## src/rtl/assert_macros.svh

```systemverilog
// Assertion helpers shared by the RTL.
// Both sample on the rising edge of clk and are off while rst_n is low.
`ifndef ASSERT_MACROS_SVH
`define ASSERT_MACROS_SVH

// Same-cycle implication.
`define STP_ASSERT_NOW(label, ante, cons) \
    label: assert property (@(posedge clk) disable iff (!rst_n) (ante) |-> (cons)) \
        else $error("assertion failed");

// Next-cycle implication.
`define STP_ASSERT_NEXT(label, ante, cons) \
    label: assert property (@(posedge clk) disable iff (!rst_n) (ante) |=> (cons)) \
        else $error("assertion failed");

`endif

```

## src/rtl/stp_pkg.sv

```systemverilog
package stp_pkg;

    localparam int NUM_SYMBOLS = 4;
    localparam int COUNT_BITS  = 16;
    localparam int TOTAL_BITS  = COUNT_BITS + 2;
    localparam int SYM_BITS    = 2;
    localparam int CFG_BITS    = 6;
    localparam int MISS_BITS   = 6;

    // APB register index, decoded from paddr[2] (byte address 4 * index)
    localparam logic REG_MISS_THRESHOLD = 1'b0;
    localparam logic REG_WINDOW_LENGTH  = 1'b1;

    typedef logic [COUNT_BITS-1:0] count_t;
    typedef logic [TOTAL_BITS-1:0] total_t;
    typedef logic [SYM_BITS-1:0]   symbol_t;

    typedef enum logic [1:0] {
        KIND_NONE   = 2'd0,
        KIND_TIE    = 2'd1,
        KIND_UNIQUE = 2'd2
    } kind_t;

    typedef struct packed {
        kind_t   kind;
        symbol_t pred;
    } class_t;

endpackage

```

## src/rtl/substitution_tolerant_predictor.sv

```systemverilog
// Substitution-tolerant context predictor.
// Input stream (s_*): one beat per coded symbol, carrying the four context
// counters, their kept sum and the symbol that occurred. Output stream (m_*):
// one beat per input beat, in order, with the active flag, prediction kind,
// predicted symbol, history override flag and the miss count of the window.
// APB port: register 0 (byte 0x0) miss_threshold, register 1 (byte 0x4)
// window_length; write only while the stream is idle.
// A beat accepted into the input register moves on to the result register
// when that is empty or being taken, and is offered on m_* from there.
// Throughput: one beat per cycle while m_tready is high. The argmax, the
// window popcount and the window/flag update sit between the input register
// and the result register; window state updates as each result is loaded.
// Stall: when m_tready is low the result register holds; the input register
// still takes one more beat, then s_tready drops until the result drains.
// Reset: model off, miss window all zeros, miss_threshold 0,
// window_length 32, both pipeline stages empty.
`include "assert_macros.svh"

module substitution_tolerant_predictor #(
    parameter int MAX_WINDOW = 32
) (
    input  logic        clk,
    input  logic        rst_n,
    // APB configuration
    input  logic        psel,
    input  logic        penable,
    input  logic        pwrite,
    input  logic [2:0]  paddr,
    input  logic [31:0] pwdata,
    output logic [31:0] prdata,
    output logic        pready,
    // input stream
    input  logic        s_tvalid,
    output logic        s_tready,
    // count_a, count_b, count_c, count_d, count_total, actual_symbol, zero pad
    input  logic [87:0] s_tdata,
    // output stream
    output logic        m_tvalid,
    input  logic        m_tready,
    // model_active, predicted_symbol, override_valid, miss_count, zero pad
    output logic [15:0] m_tdata,
    // prediction_kind
    output logic [1:0]  m_tuser
);
    import stp_pkg::*;

    localparam int CNT_W  = $clog2(MAX_WINDOW + 1);
    localparam int CMP_W  = (CNT_W > CFG_BITS) ? CNT_W : CFG_BITS;
    localparam int PAD_W  = 16 - 1 - SYM_BITS - 1 - MISS_BITS;

    // ------------------------------------------------------------------
    // Configuration registers
    // ------------------------------------------------------------------
    logic [CFG_BITS-1:0] miss_threshold_reg;
    logic [CFG_BITS-1:0] window_length_reg;
    logic                cfg_write;

    assign pready    = 1'b1;
    assign cfg_write = psel && penable && pwrite;

    always_ff @(posedge clk or negedge rst_n)
    begin
        if (!rst_n)
        begin
            miss_threshold_reg <= '0;
            window_length_reg  <= CFG_BITS'(32);
        end
        else if (cfg_write)
        begin
            case (paddr[2])
                REG_MISS_THRESHOLD: miss_threshold_reg <= pwdata[CFG_BITS-1:0];
                REG_WINDOW_LENGTH:  window_length_reg  <= pwdata[CFG_BITS-1:0];
                default: ;
            endcase
        end
    end

    always_comb
    begin
        case (paddr[2])
            REG_MISS_THRESHOLD: prdata = 32'(miss_threshold_reg);
            REG_WINDOW_LENGTH:  prdata = 32'(window_length_reg);
            default:            prdata = '0;
        endcase
    end

    // ------------------------------------------------------------------
    // Pipeline control: input register -> result register
    // ------------------------------------------------------------------
    logic    in_valid_reg;
    logic    out_valid_reg;
    logic    in_load;
    logic    out_load;

    count_t  in_count_a_reg;
    count_t  in_count_b_reg;
    count_t  in_count_c_reg;
    count_t  in_count_d_reg;
    total_t  in_total_reg;
    symbol_t in_symbol_reg;

    assign out_load = in_valid_reg && (!out_valid_reg || m_tready);
    assign s_tready = !in_valid_reg || out_load;
    assign in_load  = s_tvalid && s_tready;
    assign m_tvalid = out_valid_reg;

    always_ff @(posedge clk or negedge rst_n)
    begin
        if (!rst_n)
        begin
            in_valid_reg  <= 1'b0;
            out_valid_reg <= 1'b0;
        end
        else
        begin
            if (in_load)
            begin
                in_valid_reg <= 1'b1;
            end
            else if (out_load)
            begin
                in_valid_reg <= 1'b0;
            end
            if (out_load)
            begin
                out_valid_reg <= 1'b1;
            end
            else if (m_tready)
            begin
                out_valid_reg <= 1'b0;
            end
        end
    end

    always_ff @(posedge clk)
    begin
        if (in_load)
        begin
            in_count_a_reg <= s_tdata[15:0];
            in_count_b_reg <= s_tdata[31:16];
            in_count_c_reg <= s_tdata[47:32];
            in_count_d_reg <= s_tdata[63:48];
            in_total_reg   <= s_tdata[81:64];
            in_symbol_reg  <= s_tdata[83:82];
        end
    end

    // ------------------------------------------------------------------
    // Prediction classification
    // ------------------------------------------------------------------
    class_t cls;

    stp_classify u_classify (
        .count_a     (in_count_a_reg),
        .count_b     (in_count_b_reg),
        .count_c     (in_count_c_reg),
        .count_d     (in_count_d_reg),
        .count_total (in_total_reg),
        .cls         (cls)
    );

    // ------------------------------------------------------------------
    // Hit/miss window and active flag
    // ------------------------------------------------------------------
    logic                  active_reg;
    logic                  active_next;
    logic [MAX_WINDOW-1:0] window_reg;
    logic [MAX_WINDOW-1:0] window_next;
    logic [MAX_WINDOW-1:0] win_mask;
    logic [MAX_WINDOW-1:0] win_push;
    logic [CNT_W-1:0]      len_eff;
    logic [CNT_W-1:0]      old_cnt;
    logic [CNT_W-1:0]      new_cnt;
    logic                  top_bit;
    logic                  do_push;
    logic                  do_clear;
    logic                  mark;
    logic                  miss_ok;
    logic                  ovr;

    // window_length above MAX_WINDOW clamps to MAX_WINDOW
    always_comb
    begin
        if ({1'b0, window_length_reg} >= (CFG_BITS + 1)'(MAX_WINDOW))
        begin
            len_eff = CNT_W'(MAX_WINDOW);
        end
        else
        begin
            len_eff = CNT_W'(window_length_reg);
        end
    end

    always_comb
    begin
        for (int k = 0; k < MAX_WINDOW; k++)
        begin
            win_mask[k] = (CNT_W'(k) < len_eff);
        end
    end

    // marks currently inside the window
    always_comb
    begin
        old_cnt = '0;
        for (int k = 0; k < MAX_WINDOW; k++)
        begin
            old_cnt = old_cnt + CNT_W'(window_reg[k] & win_mask[k]);
        end
    end

    // oldest mark in the window; it drops out on a shift
    assign top_bit = |(window_reg & win_mask & ~(win_mask >> 1));
    assign miss_ok = CMP_W'(old_cnt) <= CMP_W'(miss_threshold_reg);
    assign win_push = (window_reg & ~win_mask)
                    | (((window_reg << 1) | MAX_WINDOW'(mark)) & win_mask);

    always_comb
    begin
        active_next = active_reg;
        do_push     = 1'b0;
        do_clear    = 1'b0;
        mark        = 1'b0;
        ovr         = 1'b0;
        case (cls.kind)
            KIND_NONE:
            begin
                do_push = active_reg;
            end
            KIND_TIE:
            begin
                if (active_reg)
                begin
                    if (miss_ok)
                    begin
                        do_push = 1'b1;
                        mark    = 1'b1;
                    end
                    else
                    begin
                        active_next = 1'b0;
                    end
                end
            end
            KIND_UNIQUE:
            begin
                if (!active_reg)
                begin
                    active_next = 1'b1;
                    do_clear    = 1'b1;
                end
                else if (cls.pred == in_symbol_reg)
                begin
                    do_push = 1'b1;
                end
                else
                begin
                    ovr = 1'b1;
                    if (miss_ok)
                    begin
                        do_push = 1'b1;
                        mark    = 1'b1;
                    end
                    else
                    begin
                        active_next = 1'b0;
                    end
                end
            end
            default: ;
        endcase
    end

    // count after the step follows from the shift: minus the dropped mark, plus the new one
    always_comb
    begin
        if (do_clear)
        begin
            window_next = window_reg & ~win_mask;
            new_cnt     = '0;
        end
        else if (do_push)
        begin
            window_next = win_push;
            new_cnt     = old_cnt - CNT_W'(top_bit) + CNT_W'(mark & win_mask[0]);
        end
        else
        begin
            window_next = window_reg;
            new_cnt     = old_cnt;
        end
    end

    always_ff @(posedge clk or negedge rst_n)
    begin
        if (!rst_n)
        begin
            active_reg <= 1'b0;
            window_reg <= '0;
        end
        else if (out_load)
        begin
            active_reg <= active_next;
            window_reg <= window_next;
        end
    end

    // ------------------------------------------------------------------
    // Result register
    // ------------------------------------------------------------------
    logic                 out_active_reg;
    kind_t                out_kind_reg;
    symbol_t              out_pred_reg;
    logic                 out_ovr_reg;
    logic [MISS_BITS-1:0] out_cnt_reg;

    always_ff @(posedge clk)
    begin
        if (out_load)
        begin
            out_active_reg <= active_next;
            out_kind_reg   <= cls.kind;
            out_pred_reg   <= cls.pred;
            out_ovr_reg    <= ovr;
            out_cnt_reg    <= MISS_BITS'(new_cnt);
        end
    end

    assign m_tdata = {{PAD_W{1'b0}}, out_cnt_reg, out_ovr_reg, out_pred_reg, out_active_reg};
    assign m_tuser = out_kind_reg;

    // ------------------------------------------------------------------
    // Assertions
    // ------------------------------------------------------------------
    // an override only comes with a unique best from an active model
    `STP_ASSERT_NOW(a_ovr_unique, out_valid_reg && out_ovr_reg,
        out_kind_reg == KIND_UNIQUE)
    // switching on starts from an empty window
    `STP_ASSERT_NEXT(a_switch_on_clears,
        out_load && !active_reg && cls.kind == KIND_UNIQUE,
        active_reg && out_cnt_reg == '0)
    // while off, anything but a unique best leaves the state alone
    `STP_ASSERT_NEXT(a_off_holds,
        out_load && !active_reg && cls.kind != KIND_UNIQUE,
        !active_reg && $stable(window_reg))
    // a full pipeline under backpressure takes no more beats
    `STP_ASSERT_NOW(a_full_stall, in_valid_reg && out_valid_reg && !m_tready,
        !s_tready)

endmodule

```

## src/rtl/stp_classify.sv

```systemverilog
module stp_classify (
    input  stp_pkg::count_t count_a,
    input  stp_pkg::count_t count_b,
    input  stp_pkg::count_t count_c,
    input  stp_pkg::count_t count_d,
    input  stp_pkg::total_t count_total,
    output stp_pkg::class_t cls
);
    import stp_pkg::*;

    count_t                 cnt [NUM_SYMBOLS];
    logic [NUM_SYMBOLS-1:0] is_max;
    symbol_t                best;

    assign cnt[0] = count_a;
    assign cnt[1] = count_b;
    assign cnt[2] = count_c;
    assign cnt[3] = count_d;

    // A counter is a maximum when nothing beats it; exactly one maximum is a unique best.
    always_comb
    begin
        for (int i = 0; i < NUM_SYMBOLS; i++)
        begin
            is_max[i] = 1'b1;
            for (int j = 0; j < NUM_SYMBOLS; j++)
            begin
                if (cnt[j] > cnt[i])
                begin
                    is_max[i] = 1'b0;
                end
            end
        end
    end

    always_comb
    begin
        best = '0;
        for (int i = 0; i < NUM_SYMBOLS; i++)
        begin
            if (is_max[i])
            begin
                best = SYM_BITS'(i);
            end
        end
    end

    always_comb
    begin
        if (count_total == TOTAL_BITS'(NUM_SYMBOLS))
        begin
            cls.kind = KIND_NONE;
            cls.pred = '0;
        end
        else if ($onehot(is_max))
        begin
            cls.kind = KIND_UNIQUE;
            cls.pred = best;
        end
        else
        begin
            cls.kind = KIND_TIE;
            cls.pred = '0;
        end
    end

endmodule

```

## config.mk

```make
export PLATFORM = sky130hd
export DESIGN_NAME = substitution_tolerant_predictor
export DESIGN_NICKNAME = d
export VERILOG_FILES = /design/src/rtl/stp_pkg.sv /design/src/rtl/substitution_tolerant_predictor.sv /design/src/rtl/stp_classify.sv
export VERILOG_INCLUDE_DIRS = /design/src /design/src/rtl
export SDC_FILE = /design/constraint.sdc
export NUM_CORES = 1
export LEC_CHECK = 0
export ABC_AREA = 1
export BUFFER_PORTS_ARGS = -buffer_cell sky130_fd_sc_hd__buf_2
export CAP_MARGIN = 20
export CORE_UTILIZATION = 62
export CTS_CLUSTER_SIZE = 14
export DETAILED_ROUTE_END_ITERATION = 7
export HOLD_SLACK_MARGIN = 0.06
export PLACE_DENSITY = 0.86
export SLEW_MARGIN = 20
export SYNTH_ARGS = -nofsm -noshare
export SYNTH_HDL_FRONTEND = slang
export SYNTH_HIERARCHICAL = 1
export SYNTH_SLANG_ARGS = --single-unit
```

## constraint.sdc

```tcl
create_clock -name clk -period 17.1 [get_ports clk]
set_clock_uncertainty 0.1 [all_clocks]
set_input_delay 0 -clock clk [delete_from_list [all_inputs] [get_ports clk]]
set_output_delay 0 -clock clk [all_outputs]
set_load 0.05 [all_outputs]
```

---- Word-level counts from Yosys, hierarchy flattened ----
Index checks and enable logic that the tools add are counted.
cells by class
  eq/ne operators ......................... 5
  $mul .................................... 0
  $add $sub $neg .......................... 36
  div/mod/pow operators ................... 0
  mux-type cells .......................... 43
  reductions and logical operators ........ 17
  bitwise gates (word level) .............. 42
  order comparisons ....................... 50
  shift-type cells ........................ 0
operators with widths
  operator                                                                     number
  16-bit greater-than comparator                                               16
  6-bit by 1-bit adder with 6-bit output                                       27
  32-bit AND                                                                   4
  5-bit by 6-bit less-than comparator with 1-bit output, first input constant  16
  32-bit 2-to-1 mux                                                            2
  32-bit case mux with 2 select lines                                          1
  4-bit by 6-bit less-than comparator with 1-bit output, first input constant  8
  1-bit AND                                                                    33
  31-bit NOT with 32-bit output                                                1
  32-bit NOT                                                                   1
  32-bit by 1-bit bitwise OR with 32-bit output                                1
  32-bit bitwise OR                                                            1
  32-bit OR reduction                                                          1
  1-bit 2-to-1 mux                                                             31
  3-bit by 6-bit less-than comparator with 1-bit output, first input constant  4
  18-bit by 3-bit == test with 1-bit output, second input constant             1
  1-bit by 6-bit less-than comparator with 1-bit output, first input constant  2
  2-bit by 6-bit less-than comparator with 1-bit output, first input constant  2
  6-bit 2-to-1 mux                                                             2
  4-bit 2-to-1 mux                                                             2
  2-bit AND reduction                                                          4
  1-bit by 1-bit adder with 2-bit output                                       3
  5-bit by 1-bit adder with 6-bit output                                       1
  6-bit greater-or-equal comparator, second input constant                     1
  19 further kinds                                                             28
word-level totals
  register bits after elaboration ......... 143
  bits of input ports ..................... 130
  memory bits (writable) .................. 0
  logic and storage cells ................. 210
  output and inout bits ................... 53
  latch bits .............................. 0
  bits in read-only memories .............. 0
  memories ................................ 0

---- Depth between registers and ports, before layout ----
Gate-level depths: netlist (run 1).
  depth in word-level cells ............... 45
  gate-level depth with buffers ........... 41
  mapped depth without buffers ............ 40

---- Hierarchy ----
Netlist (run 1), hierarchy kept.
by module, submodules not included
  module                           cells each  sequential area each (sq um)  area each (sq um)  instances
  substitution_tolerant_predictor  846         4060.1                        8076.5             1
  stp_classify                     396         0.0                           2566.2             1

---- Worst setup path after synthesis (run 1) ----
No wires, ideal clock.
  kind .................................... register to register
  start ................................... reg window_length_reg[5]
  end ..................................... reg out_cnt_reg[4] (data pin)
  period minus slack after synthesis ...... 7.743 ns
  setup time .............................. 0.259 ns
  slack ................................... 9.357 ns
  cell stages (with the launch flop) ...... 37
  data required time ...................... 16.741 ns
  arrival time ............................ 7.385 ns
  path buffers ............................ 1
  cell sequence ........................... dfstp_2 -> buf_6 -> inv_6 -> nand2_2 -> nor2_1 -> nand2_1 -> o21ai_2 -> nor2_1 -> fa_1 -> inv_1 -> fa_1 -> fa_1 -> inv_1 -> fa_1 -> fa_1 -> fa_1 -> ha_1 -> fa_1 -> nand3_1 -> nand2_1 -> xor2_1 -> ha_1 -> nand2_1 -> nor2_1 -> nand2_1 -> nand3_1 -> nand2_1 -> nand4_1 -> ha_1 -> inv_1 -> ha_1 -> fa_1 -> nand3_1 -> nand2_1 -> xor2_1 -> o21ai_0 -> a21oi_1
between the ends
  cells in the longest elaborated chain, start to end .. 43
  elaborated cells on any way between the ends .. 114
  classes of those cells .................. add/sub (33); order compare (34); mux (10); bitwise (36); reduce/logical (1)
RTL lines
  item                                                   line                                                                            text
  from (decl)                                            substitution_tolerant_predictor.sv:55                                           logic [CFG_BITS-1:0] window_length_reg;
  from (signal assigned)                                 substitution_tolerant_predictor.sv:72                                           REG_WINDOW_LENGTH: window_length_reg <= pwdata[CFG_BITS-1:0];
  6-bit greater-or-equal comparator                      substitution_tolerant_predictor.sv:184                                          if ({1'b0, window_length_reg} >= (CFG_BITS + 1)'(MAX_WINDOW))
  6-bit 2-to-1 mux (*)                                   substitution_tolerant_predictor.sv:184
  1-bit by 6-bit less-than comparator with 1-bit output  substitution_tolerant_predictor.sv:198                                          win_mask[k] = (CNT_W'(k) < len_eff);
  1-bit AND                                              substitution_tolerant_predictor.sv:208                                          old_cnt = old_cnt + CNT_W'(window_reg[k] & win_mask[k]);
  1-bit by 1-bit adder with 2-bit output                 substitution_tolerant_predictor.sv:208
  2-bit by 1-bit adder with 3-bit output                 substitution_tolerant_predictor.sv:208
  3-bit by 1-bit adder with 4-bit output                 substitution_tolerant_predictor.sv:208
  4-bit by 1-bit adder with 5-bit output                 substitution_tolerant_predictor.sv:208
  (+27 left out)                                         --
  6-bit less-or-equal comparator                         substitution_tolerant_predictor.sv:214                                          assign miss_ok = CMP_W'(old_cnt) <= CMP_W'(miss_threshold_reg);
  1-bit 2-to-1 mux                                       substitution_tolerant_predictor.sv:234, substitution_tolerant_predictor.sv:259
  1-bit 2-to-1 mux                                       substitution_tolerant_predictor.sv:252                                          else if (cls.pred == in_symbol_reg)
  1-bit 2-to-1 mux                                       substitution_tolerant_predictor.sv:247                                          if (!active_reg)
  1-bit case mux with 2 select lines                     substitution_tolerant_predictor.sv:225                                          case (cls.kind)
  1-bit AND                                              substitution_tolerant_predictor.sv:285                                          new_cnt = old_cnt - CNT_W'(top_bit) + CNT_W'(mark & win_mask[0]);
  6-bit by 1-bit adder with 6-bit output                 substitution_tolerant_predictor.sv:285
  6-bit 2-to-1 mux (*)                                   substitution_tolerant_predictor.sv:282                                          else if (do_push)
  to (signal assigned)                                   substitution_tolerant_predictor.sv:325                                          out_cnt_reg <= MISS_BITS'(new_cnt);
  to (decl)                                              substitution_tolerant_predictor.sv:315                                          logic [MISS_BITS-1:0] out_cnt_reg;
Every way passes the cells marked *; elsewhere a longest branch is shown, timed or not.
A chain may end at the register's enable or synchronous reset.

---- Worst setup path after layout (run 1) ----
Ends and elaborated chain as after synthesis.

==> results of run 1 <==
## where the power goes
part	switching, uW	internal [uW]	total [uW]
Sequential	30.3	416	446
Combinational	360	144	504
Clock	183	193	376
## cells in the mapped netlist, drive strengths merged (2+ instances only)
cell type / count
fa: 26
o21a: 6
clkbuf: 13
o21bai: 4
buf: 48
and3: 2
nand3: 97
edfxtp: 96
a21o: 3
ha: 121
o211ai: 2
nor4: 5
conb: 2
a31oi: 2
inv: 186
clkinv: 2
dfrtp: 46
o21ai: 53
xor2: 7
nand2: 314
xnor2: 2
nor2: 65
a21oi: 62
o31ai: 25
nor3: 8
nand4: 41
## routing by layer
layer,GRT usage,vias up
li1,-,4517
met1,0.387,4488
met2,0.583,488
met3,0.0548,117
met4,0.202,0
met5,0,-
## logic make-up after synthesis
group | after synthesis | share of synthesized area
simple gates | 534 | 0.224
buf+inv | 249 | 0.102
compound gates | 158 | 0.0925
fa+ha+maj | 147 | 0.191
flops | 143 | 0.381
xor+xnor | 9 | 0.00741
other cells | 2 | 0.000706
## cell type report
class / count / area (sq um) / area share
Multi-Input combinational cell: 881 / 5610 / 0.438
Tap cell: 220 / 275 / 0.0215
Timing Repair Buffer: 218 / 1580 / 0.124
Clock inverter: 15 / 140 / 0.0109
Inverter: 188 / 713 / 0.0557
Clock buffer: 17 / 425 / 0.0332
Sequential cell: 143 / 4060 / 0.317
## timing repair
action	CTS	global route
hold buffers	96	0
resized for setup	0	0
endpoints found under the hold margin	146	0
## per-stage QoR
stage | cells | utilization | area, sq um | power, uW | setup WS, ps
after floorplan | 1273 | - | 10800 | 816 | 9360
after global placement | 1554 | 0.678 | 11300 | 896 | 8730
after detailed placement | 1554 | 0.678 | 11300 | 914 | 8690
after CTS | 1682 | 0.770 | 12800 | 1300 | 8590
after global routing | 1682 | 0.770 | 12800 | 1390 | 8080
final | 1682 | 0.770 | 12800 | 1330 | 8520
## worst min path at each step
stage,start,endpoint,slack (ps),cells after the start
2_1_floorplan,rst_n,asynchronous set/reset pin,-400,0
3_3_place_gp,rst_n,asynchronous set/reset pin,60,2
3_5_place_dp,rst_n,asynchronous set/reset pin,60,2
4_1_cts,paddr[2],window_length_reg[0],60,3
5_1_grt,paddr[2],window_length_reg[4],130,3
6_report,paddr[2],window_length_reg[0],70,3
## critical path, delay by kind of cell, from the launching register on
family / cells / cell delay (ps)
adder cells (fa/ha/maj): 12 / 5090
AND/OR/NAND/NOR: 12 / 1120
flip-flops: 1 / 710
AO/OA/AOI/OAI: 3 / 470
XOR/XNOR: 2 / 470
buffers and inverters: 5 / 380
==> summary.md, run 1 <==
| Metric | Value |
|---|---|
| Fin nets | `1726` |
| WL met1 | `11200 um` |
| R2R Setup Slk | `8520 ps` |
| Slew Viols, Final | `0` |
| Vias | `slightly below 10k` |
| Wire length on met3 | `around 1600 um` |
| WL final | `between 20000 and 30000 um` |
| Yosys reg bits | `between 100 and 150` |
| Asr flop ratio synth | `0.329` |
| All-Layer GR Usage | `0.335` |
| First-pass GRT wire length | `~45000 um` |
| Top-area cell type share of the netlist area | `0.271` |
| Crit Path Class | `register to register` |
| Layout area overhead | `20.3%` |
| Clock transition at path regs | `~70 ps` |
| Slowest-stage cell, CP | `dfstp_2` |
| 1st-pass router iterations | `5` |
| Detail Route met2 WL | `about 14000 um` |
| Crit end category | `register` |
| Cells taking the most area after synthesis | `edfxtp_1 (27%), ha_1 (14%), dfrtp_1 (11%)` |
| Hold Vio Cnt, Final | `0` |
| Fill count | `1040` |
| Mapped Area | `10600 sq um` |
| RSZ-0062 raised after global routing | `no` |
| Critical Path Max Stage Delay | `a little over 700 ps` |
| DRC | `0` |
| Period Utilization, post-route | `0.502` |
| CP required | `17180 ps` |
| Area leader, netlist | `edfxtp_1` |
| Final HPWL DP | `roughly 18000 um` |
| Most frequent cells in the layout | `nand2_1 (299), inv_1 (165), ha_1 (121)` |
| Grt ovf | `0` |
| Post-route ant nets | `0` |
| Routability-driven placement congestion ratio | `0.933` |
| Core area | `16600 sq um` |
| Num CTS Buffers | `17` |
| Status | `finished, final reports clean` |
| Vias in the first global route | `about 9.2k` |
| Synth Warn # | `6` |
| Max VDD drop | `around 95 uV` |
| Vias per inst | `around 5.7` |
| Root Driver | `clkbuf_16` |
| Seq/Total Area, Yosys | `0.381` |
| Worst Setup SP | `window_length_reg[5]` |
| Share of layout cells above drive strength 1 | `0.150` |
| Iteration-0 DRC Markers | `between 800 and 900` |
| Pwr Density | `104 nW/um^2` |
| Clock Latency Late Sink | `about 440 ps` |
| Worst hold margin | `between 70 and 80 ps` |
| FF-to-FF End | `out_cnt_reg[4]` |
| Initial antenna violation count | `0` |
| Starting Density | `0.640` |
| Post-synth cell types | `between 40 and 50` |
| Critical Path Start Type | `register` |
| Commonest non-fill, non-tap cell in the layout | `nand2_1` |
| Worst reg2reg startpoint | `window_length_reg[5]` |
| CP Max Fanout | `9` |
| Synth Instances | `between 1k and 1.5k` |
| Die Ht | `between 100 and 150 um` |
| Longest Clk Path Bufs | `2` |
| Final setup TNS | `0 ps` |
| Largest net degree at the start of global routing | `76` |
| CP endpoint | `out_cnt_reg[4]` |
| PortBufs | `117` |
| CTS tree | `built` |
| Die X | `133 um` |
| Placement Rows | `between 40 and 50` |
| Critical Path AT | `a little under 9000 ps` |
| Post-synth EDFFs | `96` |
| WL/cell | `roughly 17 um` |
| Leakage | `0.00631 uW` |
| Relative slew slack | `0.345` |
| Cell repeated most along the worst path | `fa_1` |
| Ys flop type | `edfxtp_1` |
| H-tree depth | `4` |
| Die area | `between 15000 and 20000 sq um` |
| Min-delay worst type | `input port to register` |
| Max Freq | `116 MHz` |
| I/O pin cnt | `~180` |
| Setup violators final | `0` |
| # Post-CTS Setup Buffers | `0` |
| Least-Margin Pin Slew | `just under 1000 ps` |
| Mean Syn Cell Area | `around 8.6 sq um` |
| Reg2Reg Depth | `34` |
| Diodes inserted | `0` |
| Max layer used | `met4` |
| # clock sinks | `about 140` |
| Max-Cap Viols | `0` |
| Min cycle time layout | `roughly 8600 ps` |
Power figures use the tool's default switching activity.
==> run 2, diff against run 1 <==
CORE_UTILIZATION = 58   (was 62)
PLACE_DENSITY = 0.81   (was 0.86)
clock period = 8.04 ns   (was 17.1 ns; I/O delays follow)
==> run 2 against run 1 <==
  * Worst setup slack worse by 8400 ps
  * Sequential cell count unchanged
  * Via count up 0.72%
  * Total power rose by 120%
  * Final cell count is 2.7% higher
  * Sequential power grew 110%
  * Global-route usage is 2.2 points lower
  * Hold slack improved by 8.2 ps
  * Sequential share of layout area down 1.2 points
  * Routed wire length increased by 2.0%
  * Final area is 3.8% higher
==> summary.md, run 2 (synthesis gave the netlist of run 1 again) <==
| Metric | Value |
|---|---|
| Period Utilization, post-route | `0.987` |
| Slew Viols, Final | `0` |
| Most frequent cells in the layout | `nand2_1 (288), inv_1 (162), ha_1 (118)` |
| Min-delay worst type | `input port to register` |
| Vias per inst | `5.60` |
| Clock Latency Late Sink | `440 ps` |
| Placed Area | `between 10000 and 15000 sq um` |
| Crit Path Class | `register to register` |
| Reg2Reg Depth | `34` |
| Die X | `137 um` |
| Pre-CTS setup slack | `-95.9 ps` |
| WHS Endpoint | `window_length_reg[2]` |
| 1st-pass router iterations | `6` |
| Critical Path AT | `around 8000 ps` |
| Min cycle time layout | `slightly below 8000 ps` |
| CP required | `~8100 ps` |
| HP Start | `paddr[2]` |
| Crit end category | `register` |
| Diodes inserted | `0` |
| Core area | `about 18000 sq um` |
| Vias | `about 9.7k` |
| # clock sinks | `approximately 140` |
| Worst Setup SP | `window_length_reg[5]` |
| PortBufs | `roughly 120` |
| Placement Rows | `between 40 and 50` |
| Fill count | `around 1.2k` |
| Starting Density | `0.592` |
| Final setup margin | `between 100 and 150 ps` |
| Status | `finished, final reports clean` |
| Hold Path Stages | `3` |
| Sum of buffers and inverters on the critical path | `5` |
| Worst reg2reg startpoint | `window_length_reg[5]` |
| Max VDD drop | `around 230 uV` |
| Least-Margin Pin Slew | `a little over 900 ps` |
| Largest net degree at the start of global routing | `between 70 and 80` |
| FF-to-FF End | `out_cnt_reg[4]` |
| R2R Setup Slk | `between 100 and 150 ps` |
| All-Layer GR Usage | `0.313` |
| I/O pin cnt | `~180` |
| DRC | `0` |
| Post-route ant nets | `0` |
| Layout area overhead | `24.9%` |
| Final HPWL DP | `about 18000 um` |
| Num CTS Buffers | `17` |
| Final setup TNS | `0 ps` |
| Clock transition at path regs | `approximately 60 ps` |
| RSZ-0062 raised after global routing | `yes` |
| Top delay family on crit path | `adder cells` |
| Commonest non-fill, non-tap cell in the layout | `nand2_1` |
| WL final | `29500 um` |
| WL/cell | `about 17 um` |
| First-pass GRT wire length | `roughly 45000 um` |
| H-tree depth | `4` |
| Max Freq | `approximately 130 MHz` |
| Relative slew slack | `0.375` |
| Longest Clk Path Bufs | `2` |
| Max-Cap Viols | `0` |
| Leakage | `~0.0065 uW` |
| Die area | `18900 sq um` |
| Initial antenna violation count | `0` |
| Fin nets | `1762` |
| Grt ovf | `0` |
| CP Max Fanout | `7` |
| Slowest-stage cell, CP | `dfstp_2` |
| Vias in the first global route | `around 9.4k` |
| Root Driver | `clkbuf_16` |
| Critical Path Start Type | `register` |
| Pwr Density | `between 200 and 250 nW/um^2` |
| CTS tree | `built` |
| Critical Path Max Stage Delay | `610 ps` |
| Final Cell Area | `13300 sq um` |
| Setup violators final | `0` |
| Iteration-0 DRC Markers | `between 800 and 900` |
| Routability-driven placement congestion ratio | `around 0.90` |
| Hold Vio Cnt, Final | `0` |
| Share of layout cells above drive strength 1 | `0.192` |
| Die Ht | `between 100 and 150 um` |
[run 2: cell types whose count changed in the layout (fill, tap and decap cells not counted), moves of 4 or more]
cell / change
nand2_2: +10
nand3_1: -5
buf_4: +32
nand2_1: -11
inv_8: -4
nand3_2: +5
[run 2: routing by layer]
layer,routed length [um],global-route usage
met1,11200,0.351
met2,15100,0.558
met3,1840,0.0636
met4,1400,0.165
met5,0,0
[run 2: area by class of cell]
cell class / instances / area, sq um / share of cell area
clock buffer: 18 / 429 / 0.0323
timing repair buffer: 254 / 1890 / 0.142
clock inverter: 14 / 158 / 0.0119
sequential: 143 / 4060 / 0.305
multi-input combinational: 881 / 5760 / 0.433
tap: 229 / 287 / 0.0216
inverter: 188 / 716 / 0.0538
[run 2: worst max-delay path by stage]
stage	endpoint	slack, ps	cells after the start
after floorplan	out_cnt_reg[4]	300	36
after global placement	out_cnt_reg[4]	140	33
after detailed placement	out_cnt_reg[4]	-100	32
after CTS	out_cnt_reg[4]	2	35
after global routing	out_cnt_reg[4]	-180	36
final	out_cnt_reg[4]	100	34
[run 2: tightest hold or removal path, delay by kind of cell]
kind	cells	cell delay [ps]
AOI/OAI and AO/OA	1	120
buffers and inverters	1	160
and+or+nand+nor	1	290
[run 2: power by group]
part	leakage, uW	switching (uW)	internal, uW
clock network	0.000283	348	463
registers	0.00156	58.6	885
logic	0.00467	806	378
[run 2: through the flow]
stage	hold slack, ps	total power, uW	utilization	cells
finish	81.9	2940	0.740	1727
global route	131	3090	0.740	1727
CTS	78.4	2810	0.723	1707
detailed placement	59.0	1970	0.636	1578
global placement	62.0	1940	0.636	1578
floorplan	-396	1740	-	1273
[run 2: what timing repair did]
action,4_1_cts,5_1_grt
endpoints found under the setup margin,2,5
resized for setup,2,42
hold endpoints to repair,146,0
hold buffers,96,0
setup buffers,1,20
pin swaps,2,35
